**src/hw/rtl/mtep_pkg.sv**
```systemverilog
// Shared types, codes and constants for the MIDI track event parser.
package mtep_pkg;

    typedef enum logic [3:0] {
        PH_TAG    = 4'd0,
        PH_LEN    = 4'd1,
        PH_DELTA  = 4'd2,
        PH_STATUS = 4'd3,
        PH_DATA   = 4'd4,
        PH_SYSEX  = 4'd5,
        PH_MTYPE  = 4'd6,
        PH_MLEN   = 4'd7,
        PH_BODY   = 4'd8
    } t_phase;

    localparam logic [2:0] KIND_CHANNEL = 3'd0;
    localparam logic [2:0] KIND_SYSEX   = 3'd1;
    localparam logic [2:0] KIND_COMMON  = 3'd2;
    localparam logic [2:0] KIND_META    = 3'd3;
    localparam logic [2:0] KIND_EOT     = 3'd4;
    localparam logic [2:0] KIND_ERROR   = 3'd5;

    localparam logic [7:0] ST_SYSEX_START = 8'hF0;
    localparam logic [7:0] ST_MTC_QFRAME  = 8'hF1;
    localparam logic [7:0] ST_SONG_POS    = 8'hF2;
    localparam logic [7:0] ST_SONG_SEL    = 8'hF3;
    localparam logic [7:0] ST_SYSEX_END   = 8'hF7;
    localparam logic [7:0] ST_META        = 8'hFF;
    localparam logic [7:0] META_EOT       = 8'h2F;

    localparam logic [2:0] TAG_LEN       = 3'd4;
    localparam logic [2:0] VLQ_MAX_BYTES = 3'd4;
    localparam logic [27:0] CHUNK_LEN_BYTES = 28'd4;

    typedef struct packed {
        logic        valid;
        logic [2:0]  event_kind;
        logic [27:0] delta_ticks;
        logic [7:0]  status_byte;
        logic [7:0]  meta_kind;
        logic [7:0]  first_data;
        logic [7:0]  second_data;
        logic [27:0] body_length;
    } t_result;

    // "MTrk"
    function automatic logic [7:0] tag_byte(input logic [1:0] idx);
        logic [7:0] v;
        case (idx)
            2'd0:    v = 8'h4D;
            2'd1:    v = 8'h54;
            2'd2:    v = 8'h72;
            default: v = 8'h6B;
        endcase
        return v;
    endfunction

endpackage

```
**src/hw/rtl/mtep_in_skid.sv**
```systemverilog
// Input register with skid slot, so the upstream stall is registered.
module mtep_in_skid
    import mtep_pkg::*;
(
    input  logic       i_clk,
    input  logic       i_rst_n,
    input  logic       i_valid,
    input  logic [7:0] i_byte,
    output logic       o_stall,
    input  logic       i_pop,
    output logic       o_head_valid,
    output logic [7:0] o_head_byte
);

    logic       r_main_valid, r_skid_valid;
    logic [7:0] r_main_byte, r_skid_byte;
    logic       w_accept;

    assign w_accept     = i_valid && !r_skid_valid;
    assign o_stall      = r_skid_valid;
    assign o_head_valid = r_main_valid;
    assign o_head_byte  = r_main_byte;

    always_ff @(posedge i_clk) begin
        if (!i_rst_n) begin
            r_main_valid <= 1'b0;
            r_skid_valid <= 1'b0;
        end else if (i_pop) begin
            if (r_skid_valid) begin
                r_main_valid <= 1'b1;
                r_skid_valid <= 1'b0;
            end else begin
                r_main_valid <= w_accept;
            end
        end else if (w_accept) begin
            if (r_main_valid) begin
                r_skid_valid <= 1'b1;
            end else begin
                r_main_valid <= 1'b1;
            end
        end
    end

    always_ff @(posedge i_clk) begin
        if (i_pop) begin
            r_main_byte <= r_skid_valid ? r_skid_byte : i_byte;
        end else if (w_accept) begin
            if (r_main_valid) begin
                r_skid_byte <= i_byte;
            end else begin
                r_main_byte <= i_byte;
            end
        end
    end

endmodule

```
**src/hw/rtl/mtep_core.sv**
```systemverilog
// Parser state and the per-byte step that decodes track events.
module mtep_core
    import mtep_pkg::*;
(
    input  logic       i_clk,
    input  logic       i_rst_n,
    input  logic       i_go,
    input  logic [7:0] i_byte,
    output t_result    o_result
);

    t_phase      r_phase, n_phase;
    logic [2:0]  r_tag_prog, n_tag_prog;
    logic [27:0] r_count, n_count;
    logic [27:0] r_delta, n_delta;
    logic [2:0]  r_qbs, n_qbs;
    logic [7:0]  r_status, n_status;
    logic [7:0]  r_mtype, n_mtype;
    logic [7:0]  r_data0, n_data0;
    logic [7:0]  r_data1, n_data1;
    logic [27:0] r_len, n_len;

    always_ff @(posedge i_clk) begin
        if (!i_rst_n) begin
            r_phase    <= PH_TAG;
            r_tag_prog <= '0;
            r_count    <= '0;
            r_delta    <= '0;
            r_qbs      <= '0;
            r_status   <= '0;
            r_mtype    <= '0;
            r_data0    <= '0;
            r_data1    <= '0;
            r_len      <= '0;
        end else if (i_go) begin
            r_phase    <= n_phase;
            r_tag_prog <= n_tag_prog;
            r_count    <= n_count;
            r_delta    <= n_delta;
            r_qbs      <= n_qbs;
            r_status   <= n_status;
            r_mtype    <= n_mtype;
            r_data0    <= n_data0;
            r_data1    <= n_data1;
            r_len      <= n_len;
        end
    end

    always_comb begin
        logic [27:0] dec_count;
        logic [2:0]  qbs_inc;
        logic [2:0]  prog_next;
        logic [27:0] len_next;

        n_phase    = r_phase;
        n_tag_prog = r_tag_prog;
        n_count    = r_count;
        n_delta    = r_delta;
        n_qbs      = r_qbs;
        n_status   = r_status;
        n_mtype    = r_mtype;
        n_data0    = r_data0;
        n_data1    = r_data1;
        n_len      = r_len;
        o_result   = '0;

        dec_count = (r_count != '0) ? r_count - 28'd1 : '0;
        qbs_inc   = r_qbs + 3'd1;
        len_next  = {r_len[20:0], i_byte[6:0]};
        prog_next = '0;

        case (r_phase)
            PH_LEN: begin
                n_count = dec_count;
                if (dec_count == '0) begin
                    n_phase = PH_DELTA;
                end
            end
            PH_DELTA: begin
                n_delta = {r_delta[20:0], i_byte[6:0]};
                n_qbs   = qbs_inc;
                if (i_byte[7]) begin
                    if (qbs_inc >= VLQ_MAX_BYTES) begin
                        o_result.valid       = 1'b1;
                        o_result.event_kind  = KIND_ERROR;
                        o_result.status_byte = i_byte;
                    end
                end else begin
                    n_phase = PH_STATUS;
                end
            end
            PH_STATUS: begin
                n_status = i_byte;
                n_qbs    = '0;
                if (!i_byte[7]) begin
                    o_result.valid       = 1'b1;
                    o_result.event_kind  = KIND_ERROR;
                    o_result.status_byte = i_byte;
                end else if (i_byte < ST_SYSEX_START) begin
                    // program change and channel pressure carry one data byte
                    n_count = (i_byte[7:5] == 3'b110) ? 28'd1 : 28'd2;
                    n_phase = PH_DATA;
                end else begin
                    case (i_byte) inside
                        ST_SYSEX_START: n_phase = PH_SYSEX;
                        ST_MTC_QFRAME, ST_SONG_SEL: begin
                            n_count = 28'd1;
                            n_phase = PH_DATA;
                        end
                        ST_SONG_POS: begin
                            n_count = 28'd2;
                            n_phase = PH_DATA;
                        end
                        ST_SYSEX_END: begin
                            o_result.valid       = 1'b1;
                            o_result.event_kind  = KIND_SYSEX;
                            o_result.status_byte = i_byte;
                        end
                        ST_META: n_phase = PH_MTYPE;
                        default: begin
                            o_result.valid       = 1'b1;
                            o_result.event_kind  = KIND_COMMON;
                            o_result.status_byte = i_byte;
                        end
                    endcase
                end
            end
            PH_DATA: begin
                if (r_qbs[0]) begin
                    n_data1 = i_byte;
                end else begin
                    n_data0 = i_byte;
                end
                n_qbs   = qbs_inc;
                n_count = dec_count;
                if (dec_count == '0) begin
                    o_result.valid       = 1'b1;
                    o_result.event_kind  = (r_status < ST_SYSEX_START) ? KIND_CHANNEL
                                                                        : KIND_COMMON;
                    o_result.status_byte = r_status;
                    o_result.first_data  = n_data0;
                    o_result.second_data = n_data1;
                end
            end
            PH_SYSEX: begin
                if (i_byte == ST_SYSEX_END) begin
                    o_result.valid       = 1'b1;
                    o_result.event_kind  = KIND_SYSEX;
                    o_result.status_byte = ST_SYSEX_START;
                end
            end
            PH_MTYPE: begin
                n_mtype = i_byte;
                n_len   = '0;
                n_qbs   = '0;
                n_phase = PH_MLEN;
            end
            PH_MLEN: begin
                n_len = len_next;
                n_qbs = qbs_inc;
                if (i_byte[7]) begin
                    if (qbs_inc >= VLQ_MAX_BYTES) begin
                        o_result.valid       = 1'b1;
                        o_result.event_kind  = KIND_ERROR;
                        o_result.status_byte = i_byte;
                    end
                end else if (len_next == '0) begin
                    o_result.valid       = 1'b1;
                    o_result.event_kind  = (r_mtype == META_EOT) ? KIND_EOT : KIND_META;
                    o_result.status_byte = ST_META;
                    o_result.meta_kind   = r_mtype;
                end else begin
                    n_count = len_next;
                    n_phase = PH_BODY;
                end
            end
            PH_BODY: begin
                n_count = dec_count;
                if (dec_count == '0) begin
                    o_result.valid       = 1'b1;
                    o_result.event_kind  = (r_mtype == META_EOT) ? KIND_EOT : KIND_META;
                    o_result.status_byte = ST_META;
                    o_result.meta_kind   = r_mtype;
                    o_result.body_length = r_len;
                end
            end
            default: begin
                // tag hunt; a stray 'M' restarts the match at its first byte
                if (i_byte == tag_byte(r_tag_prog[1:0])) begin
                    prog_next = {1'b0, r_tag_prog[1:0]} + 3'd1;
                end else begin
                    prog_next = (i_byte == tag_byte(2'd0)) ? 3'd1 : 3'd0;
                end
                if (prog_next >= TAG_LEN) begin
                    n_tag_prog = '0;
                    n_phase    = PH_LEN;
                    n_count    = CHUNK_LEN_BYTES;
                end else begin
                    n_tag_prog = prog_next;
                    n_phase    = PH_TAG;
                end
            end
        endcase

        o_result.delta_ticks = o_result.valid ? n_delta : '0;

        // after an event, start the next one; end of track and errors resync
        if (o_result.valid) begin
            n_phase = PH_DELTA;
            n_delta = '0;
            n_qbs   = '0;
            n_data0 = '0;
            n_data1 = '0;
            n_len   = '0;
            n_count = '0;
            if (o_result.event_kind == KIND_EOT || o_result.event_kind == KIND_ERROR) begin
                n_phase    = PH_TAG;
                n_tag_prog = '0;
            end
        end
    end

endmodule

```
**src/hw/rtl/mtep_out_reg.sv**
```systemverilog
// Result register facing the downstream valid/stall channel.
module mtep_out_reg
    import mtep_pkg::*;
(
    input  logic        i_clk,
    input  logic        i_rst_n,
    input  logic        i_load,
    input  t_result     i_result,
    input  logic        i_stall,
    output logic        o_ready,
    output logic        o_valid,
    output logic [2:0]  o_event_kind,
    output logic [27:0] o_delta_ticks,
    output logic [7:0]  o_status_byte,
    output logic [7:0]  o_meta_kind,
    output logic [7:0]  o_first_data,
    output logic [7:0]  o_second_data,
    output logic [27:0] o_body_length
);

    logic    r_valid;
    t_result r_res;

    assign o_ready = !r_valid || !i_stall;

    always_ff @(posedge i_clk) begin
        if (!i_rst_n) begin
            r_valid <= 1'b0;
        end else if (i_load) begin
            r_valid <= i_result.valid;
        end else if (!i_stall) begin
            r_valid <= 1'b0;
        end
    end

    always_ff @(posedge i_clk) begin
        if (i_load && i_result.valid) begin
            r_res <= i_result;
        end
    end

    assign o_valid       = r_valid;
    assign o_event_kind  = r_res.event_kind;
    assign o_delta_ticks = r_res.delta_ticks;
    assign o_status_byte = r_res.status_byte;
    assign o_meta_kind   = r_res.meta_kind;
    assign o_first_data  = r_res.first_data;
    assign o_second_data = r_res.second_data;
    assign o_body_length = r_res.body_length;

endmodule

```
**src/hw/rtl/midi_track_event_parser.sv**
```systemverilog
// Accepted bytes pass the input register and the parser step into the result register.
// Throughput: one stream byte per cycle unless the full result register is stalled.
// The input skid slot keeps o_stall registered; the result register takes a new
// event in the cycle the previous one is taken.
// Reset: synchronous, active low; parser returns to the tag hunt with all state cleared.
module midi_track_event_parser
    import mtep_pkg::*;
(
    input  logic        i_clk,
    input  logic        i_rst_n,
    input  logic        i_valid,
    output logic        o_stall,
    input  logic [7:0]  i_stream_byte,
    output logic        o_valid,
    input  logic        i_stall,
    output logic [2:0]  o_event_kind,
    output logic [27:0] o_delta_ticks,
    output logic [7:0]  o_status_byte,
    output logic [7:0]  o_meta_kind,
    output logic [7:0]  o_first_data,
    output logic [7:0]  o_second_data,
    output logic [27:0] o_body_length
);

    logic       w_head_valid;
    logic [7:0] w_head_byte;
    logic       w_out_ready;
    logic       w_go;
    t_result    w_result;

    assign w_go = w_head_valid && w_out_ready;

    mtep_in_skid u_in (
        .i_clk        (i_clk),
        .i_rst_n      (i_rst_n),
        .i_valid      (i_valid),
        .i_byte       (i_stream_byte),
        .o_stall      (o_stall),
        .i_pop        (w_go),
        .o_head_valid (w_head_valid),
        .o_head_byte  (w_head_byte)
    );

    mtep_core u_core (
        .i_clk    (i_clk),
        .i_rst_n  (i_rst_n),
        .i_go     (w_go),
        .i_byte   (w_head_byte),
        .o_result (w_result)
    );

    mtep_out_reg u_out (
        .i_clk         (i_clk),
        .i_rst_n       (i_rst_n),
        .i_load        (w_go),
        .i_result      (w_result),
        .i_stall       (i_stall),
        .o_ready       (w_out_ready),
        .o_valid       (o_valid),
        .o_event_kind  (o_event_kind),
        .o_delta_ticks (o_delta_ticks),
        .o_status_byte (o_status_byte),
        .o_meta_kind   (o_meta_kind),
        .o_first_data  (o_first_data),
        .o_second_data (o_second_data),
        .o_body_length (o_body_length)
    );

endmodule

```
**config.mk**
```make
export PLATFORM = sky130hd
export DESIGN_NAME = midi_track_event_parser
export DESIGN_NICKNAME = d
export VERILOG_FILES = /design/src/hw/rtl/mtep_pkg.sv /design/src/hw/rtl/mtep_in_skid.sv /design/src/hw/rtl/mtep_core.sv /design/src/hw/rtl/mtep_out_reg.sv /design/src/hw/rtl/midi_track_event_parser.sv
export SDC_FILE = /design/constraint.sdc
export NUM_CORES = 1
export LEC_CHECK = 0
export BUFFER_PORTS_ARGS = -buffer_cell sky130_fd_sc_hd__buf_2
export CELL_PAD_IN_SITES_DETAIL_PLACEMENT = 0
export CELL_PAD_IN_SITES_GLOBAL_PLACEMENT = 1
export CORE_UTILIZATION = 40
export DETAILED_ROUTE_END_ITERATION = 7
export PLACE_DENSITY = 0.73
export SYNTH_ARGS = -nofsm -noshare
export SYNTH_HDL_FRONTEND = slang
export SYNTH_HIERARCHICAL = 1
export SYNTH_SLANG_ARGS = --single-unit
```
**constraint.sdc**
```tcl
create_clock -name i_clk -period 5.05 [get_ports i_clk]
set_input_delay 0 -clock i_clk [delete_from_list [all_inputs] [get_ports i_clk]]
set_output_delay 0 -clock i_clk [all_outputs]
set_load 0.005 [all_outputs]
```
* After elaboration in Yosys (flattened, before gate mapping)
Cells that the tools add are included.
Word-level totals: bits in registers 236, output and inout port bits 93
Cells by class: add/subtract/negate cells 3, $lt $le $gt $ge 4, equality and inequality tests 35, mux-type cells 91, bitwise gates (word level) 2, reduce and logical (&&, ||, !) cells 37
Operators by type and width (number):
- 28-bit two-way mux | 13
- 8-bit two-way mux | 24
- 28-bit case mux with 4 select lines | 1
- 4-bit two-way mux | 26
- 28-bit logical NOT | 2
- 28-bit case mux with 2 select lines | 1
- 8-bit == test, second input constant | 6
- 4-bit case mux with 6 select lines | 2
- 8-bit case mux with 6 select lines | 1
- 16-bit two-way mux | 2
- 28-bit nonzero test | 1
- 28-bit by 1-bit subtractor with 28-bit output, second input constant | 1
- 3-bit two-way mux | 8
- 6-bit case mux with 3 select lines | 1
- 2-bit AND reduction | 9
- 4-bit by 3-bit == test with 1-bit output, second input constant | 4
- 8-bit < comparator, second input constant | 2
- 8-bit case mux with 2 select lines | 1
- 3-bit by 2-bit inequality test with 1-bit output, second input constant | 4
- 3-bit OR reduction | 4
- 3-bit == test, second input constant | 3
- 9-bit AND reduction | 1
- 4-bit by 2-bit == test with 1-bit output, second input constant | 2
- 8-bit by 6-bit == test with 1-bit output, second input constant | 1
- 30 further kinds | 52

* Depth between registers and ports, before layout
depth in word-level cells 13, mapped depth 14, gate-level depth less buffers 12

* By module
The synthesis kept the hierarchy.
Modules (own cells, without submodules):
- mtep_core | times used 1, cells each 966, area each 7370.8 sq um
- mtep_out_reg | times used 1, cells each 96, area each 2786.4 sq um
- mtep_in_skid | times used 1, cells each 35, area each 695.7 sq um
- midi_track_event_parser | times used 1, cells each 1, area each 6.3 sq um

* Least setup slack after synthesis
Ideal clock, no wire load.
path type register to register, start register u_core.r_count[6], end register u_out.r_res, in the netlist u_out/o_body_length[0], enable pin, arrival time 3.007 ns, data required time 4.664 ns, path slack 1.657 ns, stages on the path, launching flop included 10, buffers on the path 1, clock period less this slack 3.393 ns, path through dfxtp_1 buf_2 nor4_4 nand4_2 or4_4 a2111oi_4 and4b_1 o21ai_2 inv_2 and2_4
RTL lines:
- start: declaration | RTL line mtep_core.sv:14 | logic [27:0] r_count, n_count;
- start signal: assignment | RTL line mtep_core.sv:38 | r_count <= n_count;
- end signal: assignment | RTL line mtep_out_reg.sv:38 | r_res <= i_result;
- end: declaration | RTL line mtep_out_reg.sv:22 | t_result r_res;

==> impl_metrics.csv <==
group,metric,value,unit
placed_design,post-place-ws,976,ps
sta,grt_setup_unrepaired,"no",
floorplanning,die_w,167,microns
setup_path,path_buf_inv,3,
clock_network,cts_buffer_depth,3,
clock_network,cts_tree,"built",
clock_network,post_cts_buffers,0,
clock_network,root_buffer,"clkbuf_16",
global_routing,grtUsageTotal,20.0,%
detailed_routing,routedWlPerCell,18.3,microns
sta,fmax,244,MHz
run,max_cap_viol_count,0,
clock_network,cts.sinks,235,
sta,worst_slew_pin_slew,1120,ps
hold_path,whs_endpoint,"u_in/r_skid_byte[3]$_DFFE_PP_",
detailed_routing,drc,0,
power_and_ir_drop,peakVddDrop,0.179,mV
power_and_ir_drop,p_leak,4.92,nW
yosys,synth_top_area_share,29.6,%
sta,final-hold-violation-count,0,
detailed_routing,dr.pass1.iters,5,
yosys,synth_area,0.0109,sq mm
yosys,synthArstFlopShare,0,%
yosys,synth_area_per_cell,9.89,sq um
setup_path,r2r_end,"u_out/o_body_length[27]$_DFFE_PP_",
clock_network,cts_buffers,26,
yosys,synth_fa_ha_area_share,0.807,%
floorplanning,die_area,0.0278,sq mm
yosys,synth_top_cell_by_area,"edfxtp_1",
cells_and_area,area_growth,16.3,%
sta,worst_slack,955,ps
cells_and_area,drive_gt1_share,17.5,%
global_routing,grt_pass1_wl,44.6,mm
yosys,yosysSeqAreaShare,53.2,%
cells_and_area,fillers,2456,
setup_path,ff2ff_path_depth,11,
global_routing,grt_pass1_vias,7907,
run_status,status,"finished clean",
yosys,synth_top_flop_cell,"dfxtp_1",
sta,maxSlewViolCount,0,
global_routing,grt_max_degree,57,
hold_path,whs_path_depth,2,
floorplanning,die_height,167,microns
sta,clock_skew,31.6,ps
clock_network,clk_latency,540,ps
yosys,synth_edf_count,107,
setup_path,crit_path_max_fanout,43,
floorplanning,top_level_ports,105,
setup_path,path_cells,"inv_1 > ha_1 > nor3b_1 > nand3_1 > o31ai_1 > nand4b_1 > and4b_1 > o21ai_2 > inv_2 > and2_4 > buf_4",
setup_path,crit_slowest_cell,"and2_4",
yosys,synth.distinct_cells,79,
placed_design,dp_hpwl,18.4,mm
cells_and_area,n_antenna_cell,0,
yosys,synth_nets,1117,
setup_path,crit_required,5260,ps
yosys,syn_inst,1098,
floorplanning,initial_core_util,41.2,%
floorplanning,rows,59,
yosys,ys_ff_latch,235,
clock_network,clkTransAtPathRegs,70,ps
placed_design,io_buffers,104,
yosys,synth-xor-area-share,1.37,%
detailed_routing,vias,8455,
detailed_routing,drtIter0Drc,631,
yosys,synth-simple-area-share,20.6,%
setup_path,regToRegStartpoint,"u_core/r_count[0]$_SDFFE_PN0P_",
yosys,yosysWarnings,6,
sta,period_share,81.1,%
cells_and_area,fin_util,47.9,%
hold_path,min_from,"i_stream_byte[3]",
power_and_ir_drop,power.total,4.08,mW
placed_design,gp_congestion,0.896,
hold_path,hold_class,"input pin to flop",
detailed_routing,totalWireLength,28.1,mm
sta,setup_viol,0,
floorplanning,core_area,0.0264,sq mm
yosys,muxShareOfSynthArea,3.78,%
sta,period_minus_slack,4100,ps
yosys,yosys-top-cells-area,"edfxtp_1 30%, dfxtp_1 24%, nand2_1 5.3%",
setup_path,end_kind,"flop",
setup_path,arrival,4310,ps
yosys,synth_top_family_by_area,"simple AND/OR/NAND/NOR gates",
power_and_ir_drop,power_density,323,mW/mm^2
setup_path,slowest_delay,590,ps
cells_and_area,fin_nets,1202,
setup_path,cp_top_family,"simple AND/OR/NAND/NOR gates",
yosys,synth_compound_area_share,15.7,%
placed_design,dpl-instance-area,0.0116,sq mm
sta,maxSlewHeadroom,24.9,%
setup_path,critical_path_class,"flop to flop",
sta,timing.setup.tns,0,ps
detailed_routing,ant_nets,0,
cells_and_area,final_area,0.0126,sq mm
setup_path,r2r_setup_slack,950,ps
detailed_routing,via_per_inst,5.50,
global_routing,grt-ovfl-total,0,
global_routing,antenna_found_initial,0,
clock_network,htreeDepth,1,
setup_path,critPathLaunchType,"flop",
-- cells in the final DEF, fill, tap and decap left out, types with 26 or more instances in the layout --
cell type and count:
buf_4 26, clkbuf_16 27, nor2_1 54, edfxtp_1 107, nor2b_1 32, inv_1 29
buf_2 104, o21ai_0 52, dfxtp_1 128, a21oi_1 53, and2_1 36, mux2i_1 29
nand3_1 50, nand2_1 152, a22o_1 44
-- cell usage after synthesis (3+ instances only) --
master,instances
buf_2,10
or2_2,4
nor2_1,54
nor3_1,23
o21ai_1,10
and2_1,36
nand2_1,152
a211oi_1,3
a21boi_0,11
o21bai_1,3
and3_1,7
nor2b_1,32
o22ai_1,12
or3b_2,3
clkbuf_1,62
a21oi_1,53
or4_1,6
o21ai_0,52
xor2_1,7
a22o_1,44
mux2_4,8
buf_6,5
nand2b_1,7
nand4_1,16
edfxtp_1,107
ha_1,7
buf_4,5
a31oi_1,11
inv_1,29
nor3b_1,3
o31ai_1,9
xnor2_1,10
nand3_1,50
dfxtp_1,128
mux2i_1,29
nor4_1,10
o211ai_1,6
or3_1,7
a22oi_1,13
-- per-layer routing --
| layer | routed length, microns | part of all wire [%] | GRT usage [%] |
|---|---|---|---|
| met4 | 432 | 1.5 | 4.95 |
| met1 | 13300 | 47 | 28.5 |
| met5 | 0 | 0 | 0 |
| met3 | 1250 | 4.4 | 2.80 |
| met2 | 13200 | 47 | 31.9 |
-- where the power goes --
| part | switching (mW) | internal [mW] | leakage (nW) |
|---|---|---|---|
| combinational | 0.0843 | 0.0429 | 2.24 |
| clock | 0.778 | 1.18 | 0.438 |
| sequential | 0.0145 | 1.99 | 2.24 |
| total | 0.877 | 3.21 | 4.92 |
-- state kept, by name (all words and copies together), names as in the netlist --
register and cells:
u_in/r_skid_byte 8, u_core/r_qbs 3, u_in/o_head_byte 8, u_core/r_mtype 8
u_in/o_stall 1, u_out/o_event_kind 3, u_core/r_status 8, u_out/o_delta_ticks 28
u_core/r_count 28, u_core/r_phase 4, u_out/o_valid 1, u_out/o_second_data 8
u_core/r_delta 28, u_core/r_data0 8, u_in/o_head_valid 1, u_core/r_tag_prog 2
u_out/o_meta_kind 8, u_out/o_body_length 28, u_out/o_status_byte 8, u_out/o_first_data 8
u_core/r_len 28, u_core/r_data1 8
-- area by class of cell --
type,count,area (sq um),share of cell area (%)
sequential,235,5780,45.7
multi-input combinational,749,4600,36.5
timing repair buffer,141,826,6.54
clock buffer,34,732,5.80
tap,335,419,3.32
clock inverter,14,158,1.25
inverter,30,113,0.892
-- cells by family after synthesis --
| family | Yosys count |
|---|---|
| AND/OR/NAND/NOR | 435 |
| AO/OA/AOI/OAI | 253 |
| flip-flops | 235 |
| buffers and inverters | 114 |
| multiplexers | 37 |
| XOR/XNOR | 17 |
| adder cells (fa/ha/maj) | 7 |
-- through the flow --
step | cells | hold slack (ps)
floorplan | 1098 | 98.9
global placement | 1479 | 195
detailed placement | 1479 | 196
CTS | 1538 | 171
global route | 1538 | 182
finish | 1538 | 195
-- repair_timing --
action,CTS,global route
endpoints found under the hold margin,34,0
resized for setup,0,0
hold buffers,11,0
-- worst max-delay path by stage --
stage	slack, ps	start	cells after the start	endpoint
floorplan	1660	u_core/r_count[6]$_SDFFE_PN0P_	9	u_out/o_body_length[0]$_DFFE_PP_
global placement	1130	u_core/r_count[0]$_SDFFE_PN0P_	11	u_out/o_body_length[17]$_DFFE_PP_
detailed placement	980	u_core/r_count[0]$_SDFFE_PN0P_	11	u_out/o_body_length[12]$_DFFE_PP_
CTS	950	u_core/r_count[0]$_SDFFE_PN0P_	11	u_out/o_body_length[19]$_DFFE_PP_
global route	500	u_core/r_count[0]$_SDFFE_PN0P_	12	u_core/r_data1[2]$_SDFFE_PN0P_
finish	950	u_core/r_count[0]$_SDFFE_PN0P_	11	u_out/o_body_length[27]$_DFFE_PP_
Note: power is estimated with default switching activity, not from simulation.
